<file path="config.mk">
export PLATFORM = sky130hd
export DESIGN_NAME = priority_voice_slot_allocator
export DESIGN_NICKNAME = d
export VERILOG_FILES = /design/src/rtl/pvsa_pkg.sv /design/src/rtl/pvsa_mem.sv /design/src/rtl/pvsa_ctrl.sv /design/src/rtl/priority_voice_slot_allocator.sv
export SDC_FILE = /design/constraint.sdc
export NUM_CORES = 2
export LEC_CHECK = 0
export BUFFER_PORTS_ARGS = -buffer_cell sky130_fd_sc_hd__buf_2
export CAP_MARGIN = 40
export CORE_MARGIN = 2
export CORE_UTILIZATION = 45
export DETAILED_ROUTE_END_ITERATION = 12
export HOLD_SLACK_MARGIN = 0.1
export PLACE_DENSITY_LB_ADDON = 0.1
export SYNTH_ARGS = -nofsm -noshare
export SYNTH_HDL_FRONTEND = slang
export SYNTH_SLANG_ARGS = --single-unit
</file>
<file path="constraint.sdc">
create_clock -name clk -period 9.19 [get_ports clk]
set_input_delay 0.4595 -clock clk [delete_from_list [all_inputs] [get_ports clk]]
set_output_delay 0.4595 -clock clk [all_outputs]
set_load 0.03 [all_outputs]
</file>
<file path="src/rtl/pvsa_pkg.sv">
`default_nettype none
package pvsa_pkg;

    localparam int MAX_RESULTS = 16;
    localparam int CNT_W       = $clog2(MAX_RESULTS);

    localparam logic [1:0] CMD_PLAY   = 2'd0;
    localparam logic [1:0] CMD_REMOVE = 2'd1;
    localparam logic [1:0] CMD_QUERY  = 2'd2;
    localparam logic [1:0] CMD_STOP   = 2'd3;

    localparam logic [2:0] ACT_GRANTED   = 3'd0;
    localparam logic [2:0] ACT_PREEMPT   = 3'd1;
    localparam logic [2:0] ACT_REJECTED  = 3'd2;
    localparam logic [2:0] ACT_REMOVED   = 3'd3;
    localparam logic [2:0] ACT_NOT_FOUND = 3'd4;
    localparam logic [2:0] ACT_AGE       = 3'd5;
    localparam logic [2:0] ACT_STOP      = 3'd6;

    typedef struct packed {
        logic [1:0]  command;
        logic [31:0] voice_handle;
        logic [15:0] sound_id;
        logic [7:0]  voice_priority;
        logic [31:0] now_ms;
    } req_t;

    typedef struct packed {
        logic [7:0]  prio;
        logic [15:0] sound;
        logic [31:0] owner;
        logic [31:0] start;
    } entry_t;

    typedef struct packed {
        logic [2:0]  action;
        logic [3:0]  slot_index;
        logic [31:0] victim_handle;
        logic [15:0] victim_sound_id;
        logic [31:0] age_ms;
        logic        last;
    } result_t;

endpackage
`default_nettype wire

</file>
<file path="src/rtl/pvsa_mem.sv">
`default_nettype none
module pvsa_mem
    import pvsa_pkg::*;
#(
    parameter int SLOTS = 16,
    localparam int IDX_W = $clog2(SLOTS)
)
(
    input  wire logic             clk,
    input  wire logic             wr_en,
    input  wire logic [IDX_W-1:0] wr_addr,
    input  wire entry_t           wr_data,
    input  wire logic             rd_en,
    input  wire logic [IDX_W-1:0] rd_addr,
    output entry_t                rd_data
);

    entry_t slot_mem [SLOTS];
    entry_t rd_data_reg;

    always_ff @(posedge clk)
    begin
        if (wr_en)
        begin
            slot_mem[wr_addr] <= wr_data;
        end
    end

    // hold read data while the scan stalls
    always_ff @(posedge clk)
    begin
        if (rd_en)
        begin
            rd_data_reg <= slot_mem[rd_addr];
        end
    end

    assign rd_data = rd_data_reg;

endmodule
`default_nettype wire

</file>
<file path="src/rtl/pvsa_ctrl.sv">
`default_nettype none
module pvsa_ctrl
    import pvsa_pkg::*;
#(
    parameter int SLOTS = 16,
    localparam int IDX_W = $clog2(SLOTS)
)
(
    input  wire logic             clk,
    input  wire logic             rst_n,
    input  wire logic             in_valid,
    output logic                  in_ready,
    input  wire req_t             in_req,
    output logic                  wr_en,
    output logic [IDX_W-1:0]      wr_addr,
    output entry_t                wr_data,
    output logic                  rd_en,
    output logic [IDX_W-1:0]      rd_addr,
    input  wire entry_t           rd_data,
    output logic                  emit_valid,
    input  wire logic             emit_ready,
    output result_t               emit_data
);

    localparam logic [1:0] ST_IDLE  = 2'd0;
    localparam logic [1:0] ST_START = 2'd1;
    localparam logic [1:0] ST_SCAN  = 2'd2;
    localparam logic [1:0] ST_EMIT  = 2'd3;

    logic [1:0]       state_reg, state_next;
    logic [SLOTS-1:0] valid_reg, valid_next;
    req_t             req_reg, req_next;
    logic [IDX_W-1:0] idx_reg, idx_next;
    logic             issue_done_reg, issue_done_next;
    logic             pend_vld_reg, pend_vld_next;
    logic [IDX_W-1:0] pend_idx_reg, pend_idx_next;
    logic [7:0]       best_prio_reg, best_prio_next;
    logic [31:0]      best_age_reg, best_age_next;
    logic             found_reg, found_next;
    logic [IDX_W-1:0] best_idx_reg, best_idx_next;
    logic [31:0]      best_owner_reg, best_owner_next;
    logic [15:0]      best_sound_reg, best_sound_next;
    logic [CNT_W-1:0] cnt_reg, cnt_next;
    result_t          res_reg, res_next;

    logic             free_any;
    logic [IDX_W-1:0] free_idx;
    logic             above_any;
    logic [31:0]      age;
    logic             better;
    logic             match;
    logic             pend_last;
    logic             stall;
    logic             stop_last;
    result_t          stop_res;
    logic [IDX_W+3:0] free_ext, pend_ext, best_ext;

    always_comb
    begin
        free_idx = '0;
        for (int i = SLOTS - 1; i >= 0; i--)
        begin
            if (!valid_reg[i])
            begin
                free_idx = IDX_W'(i);
            end
        end
    end

    always_comb
    begin
        above_any = 1'b0;
        for (int j = 0; j < SLOTS; j++)
        begin
            if (valid_reg[j] && (j > int'(pend_idx_reg)))
            begin
                above_any = 1'b1;
            end
        end
    end

    assign free_any  = ~&valid_reg;
    assign free_ext  = {4'b0, free_idx};
    assign pend_ext  = {4'b0, pend_idx_reg};
    assign best_ext  = {4'b0, best_idx_reg};
    assign age       = req_reg.now_ms - rd_data.start;
    assign better    = (rd_data.prio > best_prio_reg)
                    || ((rd_data.prio == best_prio_reg) && (age > best_age_reg));
    assign match     = valid_reg[pend_idx_reg] && (rd_data.owner == req_reg.voice_handle);
    assign pend_last = (pend_idx_reg == IDX_W'(SLOTS - 1));
    assign stall     = (req_reg.command == CMD_STOP) && pend_vld_reg
                    && valid_reg[pend_idx_reg] && !emit_ready;
    assign stop_last = !above_any || (cnt_reg == CNT_W'(MAX_RESULTS - 1));

    always_comb
    begin
        stop_res.action          = ACT_STOP;
        stop_res.slot_index      = pend_ext[3:0];
        stop_res.victim_handle   = rd_data.owner;
        stop_res.victim_sound_id = rd_data.sound;
        stop_res.age_ms          = '0;
        stop_res.last            = stop_last;
    end

    assign emit_data = (state_reg == ST_EMIT) ? res_reg : stop_res;

    always_comb
    begin
        state_next      = state_reg;
        valid_next      = valid_reg;
        req_next        = req_reg;
        idx_next        = idx_reg;
        issue_done_next = issue_done_reg;
        pend_vld_next   = pend_vld_reg;
        pend_idx_next   = pend_idx_reg;
        best_prio_next  = best_prio_reg;
        best_age_next   = best_age_reg;
        found_next      = found_reg;
        best_idx_next   = best_idx_reg;
        best_owner_next = best_owner_reg;
        best_sound_next = best_sound_reg;
        cnt_next        = cnt_reg;
        res_next        = res_reg;
        in_ready        = 1'b0;
        wr_en           = 1'b0;
        wr_addr         = free_idx;
        wr_data.prio    = req_reg.voice_priority;
        wr_data.sound   = req_reg.sound_id;
        wr_data.owner   = req_reg.voice_handle;
        wr_data.start   = req_reg.now_ms;
        rd_en           = 1'b0;
        rd_addr         = idx_reg;
        emit_valid      = 1'b0;

        case (state_reg)
            ST_IDLE:
            begin
                in_ready = 1'b1;
                if (in_valid)
                begin
                    req_next   = in_req;
                    state_next = ST_START;
                end
            end

            ST_START:
            begin
                idx_next        = '0;
                issue_done_next = 1'b0;
                pend_vld_next   = 1'b0;
                best_prio_next  = req_reg.voice_priority;
                best_age_next   = '0;
                found_next      = 1'b0;
                cnt_next        = '0;
                state_next      = ST_SCAN;
                if (req_reg.command == CMD_PLAY && free_any)
                begin
                    wr_en                    = 1'b1;
                    valid_next[free_idx]     = 1'b1;
                    res_next                 = '0;
                    res_next.action          = ACT_GRANTED;
                    res_next.slot_index      = free_ext[3:0];
                    res_next.last            = 1'b1;
                    state_next               = ST_EMIT;
                end
                else if (req_reg.command == CMD_STOP && !(|valid_reg))
                begin
                    state_next = ST_IDLE;
                end
            end

            ST_SCAN:
            begin
                if (!stall)
                begin
                    // issue the next read while the previous entry is evaluated
                    if (!issue_done_next && !issue_done_reg)
                    begin
                        rd_en         = 1'b1;
                        pend_vld_next = 1'b1;
                        pend_idx_next = idx_reg;
                        idx_next      = idx_reg + 1'b1;
                        if (idx_reg == IDX_W'(SLOTS - 1))
                        begin
                            issue_done_next = 1'b1;
                        end
                    end
                    else
                    begin
                        pend_vld_next = 1'b0;
                    end

                    if (pend_vld_reg)
                    begin
                        case (req_reg.command)
                            CMD_PLAY:
                            begin
                                if (better)
                                begin
                                    best_prio_next  = rd_data.prio;
                                    best_age_next   = age;
                                    found_next      = 1'b1;
                                    best_idx_next   = pend_idx_reg;
                                    best_owner_next = rd_data.owner;
                                    best_sound_next = rd_data.sound;
                                end
                                if (pend_last)
                                begin
                                    res_next        = '0;
                                    res_next.last   = 1'b1;
                                    res_next.action = ACT_REJECTED;
                                    if (better)
                                    begin
                                        res_next.action          = ACT_PREEMPT;
                                        res_next.slot_index      = pend_ext[3:0];
                                        res_next.victim_handle   = rd_data.owner;
                                        res_next.victim_sound_id = rd_data.sound;
                                    end
                                    else if (found_reg)
                                    begin
                                        res_next.action          = ACT_PREEMPT;
                                        res_next.slot_index      = best_ext[3:0];
                                        res_next.victim_handle   = best_owner_reg;
                                        res_next.victim_sound_id = best_sound_reg;
                                    end
                                    state_next = ST_EMIT;
                                end
                            end

                            CMD_REMOVE, CMD_QUERY:
                            begin
                                if (match)
                                begin
                                    res_next            = '0;
                                    res_next.last       = 1'b1;
                                    res_next.slot_index = pend_ext[3:0];
                                    if (req_reg.command == CMD_REMOVE)
                                    begin
                                        res_next.action          = ACT_REMOVED;
                                        valid_next[pend_idx_reg] = 1'b0;
                                    end
                                    else
                                    begin
                                        res_next.action = ACT_AGE;
                                        res_next.age_ms = age;
                                    end
                                    state_next = ST_EMIT;
                                end
                                else if (pend_last)
                                begin
                                    res_next        = '0;
                                    res_next.last   = 1'b1;
                                    res_next.action = ACT_NOT_FOUND;
                                    state_next      = ST_EMIT;
                                end
                            end

                            default:
                            begin
                                if (valid_reg[pend_idx_reg])
                                begin
                                    emit_valid = 1'b1;
                                    cnt_next   = cnt_reg + 1'b1;
                                    if (stop_last)
                                    begin
                                        state_next = ST_IDLE;
                                    end
                                end
                            end
                        endcase
                    end
                end
            end

            ST_EMIT:
            begin
                emit_valid = 1'b1;
                if (emit_ready)
                begin
                    state_next = ST_IDLE;
                end
            end

            default:
            begin
                state_next = ST_IDLE;
            end
        endcase
    end

    always_ff @(posedge clk or negedge rst_n)
    begin
        if (!rst_n)
        begin
            state_reg      <= ST_IDLE;
            valid_reg      <= '0;
            issue_done_reg <= 1'b0;
            pend_vld_reg   <= 1'b0;
            found_reg      <= 1'b0;
            cnt_reg        <= '0;
        end
        else
        begin
            state_reg      <= state_next;
            valid_reg      <= valid_next;
            issue_done_reg <= issue_done_next;
            pend_vld_reg   <= pend_vld_next;
            found_reg      <= found_next;
            cnt_reg        <= cnt_next;
        end
    end

    always_ff @(posedge clk)
    begin
        req_reg        <= req_next;
        idx_reg        <= idx_next;
        pend_idx_reg   <= pend_idx_next;
        best_prio_reg  <= best_prio_next;
        best_age_reg   <= best_age_next;
        best_idx_reg   <= best_idx_next;
        best_owner_reg <= best_owner_next;
        best_sound_reg <= best_sound_next;
        res_reg        <= res_next;
    end

endmodule
`default_nettype wire

</file>
<file path="src/rtl/priority_voice_slot_allocator.sv">
// A play request that finds a free slot is answered without a scan of the slot memory;
// a preemption search, remove, age query or stop-all reads the slot memory one entry a
// cycle, pausing in a stop-all while a result waits on a full output register.
// One transaction at a time; the next is taken once the current one is done.
// Reset clears all valid bits (every slot free); the slot memory itself is not cleared.
`default_nettype none
module priority_voice_slot_allocator
    import pvsa_pkg::*;
#(
    parameter int SLOTS = 16
)
(
    input  wire logic        clk,
    input  wire logic        rst_n,
    input  wire logic        s_axis_tvalid,
    output logic             s_axis_tready,
    // voice_handle[31:0], sound_id[47:32], voice_priority[55:48], now_ms[87:56]
    input  wire logic [87:0] s_axis_tdata,
    // command[1:0]
    input  wire logic [1:0]  s_axis_tuser,
    output logic             m_axis_tvalid,
    input  wire logic        m_axis_tready,
    // slot_index[3:0], victim_handle[35:4], victim_sound_id[51:36], age_ms[83:52], zero pad
    output logic [87:0]      m_axis_tdata,
    // action[2:0]
    output logic [2:0]       m_axis_tuser,
    output logic             m_axis_tlast
);

    localparam int IDX_W = $clog2(SLOTS);

    req_t             in_req;
    logic             wr_en;
    logic [IDX_W-1:0] wr_addr;
    entry_t           wr_data;
    logic             rd_en;
    logic [IDX_W-1:0] rd_addr;
    entry_t           rd_data;
    logic             emit_valid;
    logic             emit_ready;
    result_t          emit_data;
    logic             out_vld_reg, out_vld_next;
    result_t          out_res_reg, out_res_next;

    assign in_req.command        = s_axis_tuser;
    assign in_req.voice_handle   = s_axis_tdata[31:0];
    assign in_req.sound_id       = s_axis_tdata[47:32];
    assign in_req.voice_priority = s_axis_tdata[55:48];
    assign in_req.now_ms         = s_axis_tdata[87:56];

    pvsa_mem #(
        .SLOTS (SLOTS)
    ) u_mem (
        .clk     (clk),
        .wr_en   (wr_en),
        .wr_addr (wr_addr),
        .wr_data (wr_data),
        .rd_en   (rd_en),
        .rd_addr (rd_addr),
        .rd_data (rd_data)
    );

    pvsa_ctrl #(
        .SLOTS (SLOTS)
    ) u_ctrl (
        .clk        (clk),
        .rst_n      (rst_n),
        .in_valid   (s_axis_tvalid),
        .in_ready   (s_axis_tready),
        .in_req     (in_req),
        .wr_en      (wr_en),
        .wr_addr    (wr_addr),
        .wr_data    (wr_data),
        .rd_en      (rd_en),
        .rd_addr    (rd_addr),
        .rd_data    (rd_data),
        .emit_valid (emit_valid),
        .emit_ready (emit_ready),
        .emit_data  (emit_data)
    );

    // output register takes a new result whenever it is empty or being drained
    assign emit_ready = !out_vld_reg || m_axis_tready;

    always_comb
    begin
        out_vld_next = out_vld_reg;
        out_res_next = out_res_reg;
        if (emit_ready)
        begin
            out_vld_next = emit_valid;
            if (emit_valid)
            begin
                out_res_next = emit_data;
            end
        end
    end

    always_ff @(posedge clk or negedge rst_n)
    begin
        if (!rst_n)
        begin
            out_vld_reg <= 1'b0;
        end
        else
        begin
            out_vld_reg <= out_vld_next;
        end
    end

    always_ff @(posedge clk)
    begin
        out_res_reg <= out_res_next;
    end

    assign m_axis_tvalid = out_vld_reg;
    assign m_axis_tuser  = out_res_reg.action;
    assign m_axis_tlast  = out_res_reg.last;
    assign m_axis_tdata  = {4'b0, out_res_reg.age_ms, out_res_reg.victim_sound_id,
                            out_res_reg.victim_handle, out_res_reg.slot_index};

endmodule
`default_nettype wire
</file>
==> results_dict.tcl <==
set metrics [dict create \
    setup_viol 0 \
    port-buffer-count 183 \
    p_leak_nw 27.7 \
    worstHoldPathType "in2async" \
    cap_viol_max_count 0 \
    seqCellArea_mm2 0.0565 \
    fillCellCount 12900 \
    worst_pin_slew_ns 1.08 \
    cts_tree "built" \
    nNetsFinal 4099 \
    cp_num_buf_inv 3 \
    swShare 0.303 \
    cts_setup_buffers 0 \
    skew_ns 0.0359 \
    cts.htree.levels 4 \
    final_cell_area_mm2 0.0854 \
    dieArea_mm2 0.167 \
    ioPinCount 188 \
    p_seq_frac 0.443 \
    antennaDiodeCount 0 \
    cp_top_family "compound AO/OA/AOI/OAI gates" \
    area_growth_pct 15.7 \
    ir_drop_uv 452 \
    dpl.hpwl_um 98500 \
    relSlewSlack 0.281 \
    synth_edf_count 1861 \
    via_per_inst 5.71 \
    fp.coreArea_mm2 0.163 \
    clkSinkCount 1887 \
    end_kind "flip-flop" \
    crit_path_top_delay_cell "a2111oi_1" \
    cts_max_path_buffers 3 \
    reg2reg_depth 23 \
    multi_input_area_mm2 0.0165 \
    route.detailed.drc 0 \
    final.min_clock_period_ns 6.92 \
    clockRootBuffer "clkbuf_16" \
    worstPathCellList "inv_1 > ha_1 > fa_1 > nand2b_1 > a21oi_1 > a2111oi_1 > o21ba_2 > a41oi_2 > a31oi_1 > o22ai_2 > mux2i_1 > nand3_1 > ha_1 > nand4_1 > nor4b_1 > nand2_1 > o211ai_1 > a31oi_1 > nor2_4 > buf_4 > nand3_1 > a21oi_4 > buf_4" \
    largest_reg_flops 1408 \
    wl_per_cell_um 28.8 \
    pwr-share-clk 0.291 \
    power_mw 26.2 \
    die_w_um 409 \
    cp-start-kind "flip-flop" \
    num_rows 148 \
    grtUsageTotal 0.216 \
    critical-path-max-stage-delay_ns 0.80 \
    share_comb_of_total_power 0.266 \
    gp_congestion 0.871 \
    via_count 35800 \
    grt_max_degree 155 \
    cts_made_buffers 196 \
    layout_commonest_cell "edfxtp_1" \
    max_freq_mhz 145 \
    p_per_area_mw_per_mm2 307 \
    synth-main-ff-cell "edfxtp_1" \
    hold_violations 0 \
    async_flop_share 0.0138 \
    synth.avg_cell_area_um2 21.0 \
    synth-seq-cells 1887 \
    syn-instance-count 3512 \
    start_util 0.453 \
    antenna_found_initial 11 \
    grt_pass1_vias 36100 \
    critPathArrivalTime_ns 7.36 \
    cp_num_cells 23 \
    drt_first_iter_violations 3754 \
    routed_wl_um 180000 \
    syn-cell-area_mm2 0.0738 \
    overflow 0 \
    placed_cell_area_mm2 0.0783 \
    die_h_um 409 \
    cp.required_ns 9.63 \
    status "finished clean" \
    setup_tns_ns 0 \
    clk_latency_ns 0.84 \
    netlist-cell-type-count 72 \
    path_class "reg2reg" \
    grt_pass1_wl_um 260000 \
    p_int_mw 18.3 \
    clk_pin_slew_ns 0.06 \
    rsz0062_at_grt "false" \
    yosysSeqAreaShare 0.766 \
    fin_crit_sh 0.752 \
    p_switching_mw 7.93 \
    yosysWarnings 0 \
    finalMaxSlewViolations 0 \
    final_core_util 0.524 \
    most-common-layout-cells "1861 x edfxtp_1, 441 x mux4_2, 199 x clkbuf_16" \
    final_layout_size_suffix_gt1_frac 0.265 \
    final_antenna_net_count 0 \
    path_max_fanout 54 \
    dr.pass1.iters 6 \
]
timing repair:
item	CTS	global route
hold buffers	92	0
resized for setup	0	0
hold endpoints to repair	117	0
layout make-up:
type                            instances  area share
Clock buffer                          260      0.0613
Clock inverter                        106      0.0109
Timing Repair Buffer                  370      0.0366
Sequential cell                      1887       0.662
Tap cell                             2175      0.0319
Multi-Input combinational cell       1365       0.193
Inverter                              101     0.00444
layer usage:
layer  GRT usage  wire length [um]
met2       0.331             84200
met1       0.325             81700
met3      0.0369             10600
met4      0.0541              3640
met5           0                47
power groups by stage:
stage                     clock (mW)  combinational [mW]  sequential (mW)
final                           7.63                6.97             11.6
after global routing            8.13                7.55             11.7
after CTS                       7.79                7.10             11.6
after detailed placement           0                7.03             11.8
after global placement             0                6.90             11.8
after floorplan                    0                4.69             11.7
stage by stage:
stage               hold WS, ns  setup slack (ns)  cells
floorplan                 0.164             0.149   3515
global placement          0.462              2.30   5776
detailed placement        0.465              2.24   5806
CTS                       0.154              2.16   6264
global route              0.215              1.79   6264
finish                    0.205              2.27   6264
synthesized netlist by cell type (8+ instances only):
| master | number | share of area |
|---|---|---|
| nor2_1 | 69 | 0.0035 |
| o21ai_0 | 44 | 0.0030 |
| dfrtp_1 | 26 | 0.0088 |
| clkbuf_1 | 107 | 0.0054 |
| a21o_1 | 19 | 0.0019 |
| buf_1 | 36 | 0.0018 |
| nand2_1 | 100 | 0.0051 |
| mux2_2 | 58 | 0.0088 |
| nand4_1 | 19 | 0.0016 |
| xnor2_1 | 17 | 0.0020 |
| nor3_1 | 8 | 0.00054 |
| mux4_2 | 441 | 0.13 |
| ha_1 | 83 | 0.014 |
| o21a_1 | 9 | 0.00091 |
| buf_2 | 12 | 0.00081 |
| nor2b_1 | 15 | 0.0013 |
| nor4_1 | 13 | 0.0011 |
| o2bb2ai_1 | 8 | 0.00095 |
| and3_1 | 18 | 0.0015 |
| a31oi_1 | 13 | 0.0011 |
| inv_1 | 101 | 0.0051 |
| nand3_1 | 77 | 0.0052 |
| xor2_1 | 40 | 0.0047 |
| nand2b_1 | 15 | 0.0013 |
| a21oi_1 | 106 | 0.0072 |
| edfxtp_1 | 1861 | 0.76 |
| and2_1 | 93 | 0.0079 |
worst register-to-register path, cell delays in order (launching register included):
cell and delay [ns]:
edfxtp_1 0.61, inv_1 0.15, ha_1 0.19, fa_1 0.22, nand2b_1 0.13, a21oi_1 0.10, a2111oi_1 0.80, o21ba_2 0.31
a41oi_2 0.15, a31oi_1 0.42, o22ai_2 0.20, mux2i_1 0.26, nand3_1 0.11, ha_1 0.29, nand4_1 0.12, nor4b_1 0.46
nand2_1 0.09, o211ai_1 0.11, a31oi_1 0.12, nor2_4 0.12, buf_4 0.56, nand3_1 0.24, a21oi_4 0.19, buf_4 0.53
cells by family after synthesis:
group / Yosys count / synth area share
mux: 507 / 0.145
fa+ha+maj: 84 / 0.0143
buf+inv: 263 / 0.0141
xor+xnor: 57 / 0.00676
other cells: 1 / 0.0000508
compound gates: 269 / 0.0232
flops: 1887 / 0.766
simple gates: 444 / 0.0309
worst paths after layout:
check / endpoint / start / slack, ns
worst max-delay path: u_ctrl.best_prio_reg[4] / u_ctrl.wr_data[0] / 2.27
worst min-delay path: m_axis_tvalid / rst_n / 0.20
worst max register to register: u_ctrl.best_prio_reg[4] / u_ctrl.wr_data[0] / 2.27
worst min register to register: u_ctrl.best_sound_reg[4] / u_mem.rd_data[68] / 0.48
max in group asynchronous: u_ctrl.found_reg / rst_n / 8.47
min in group clk: u_ctrl.wr_data[21] / s_axis_tvalid / 0.26
(Power assumes the default switching activity.)
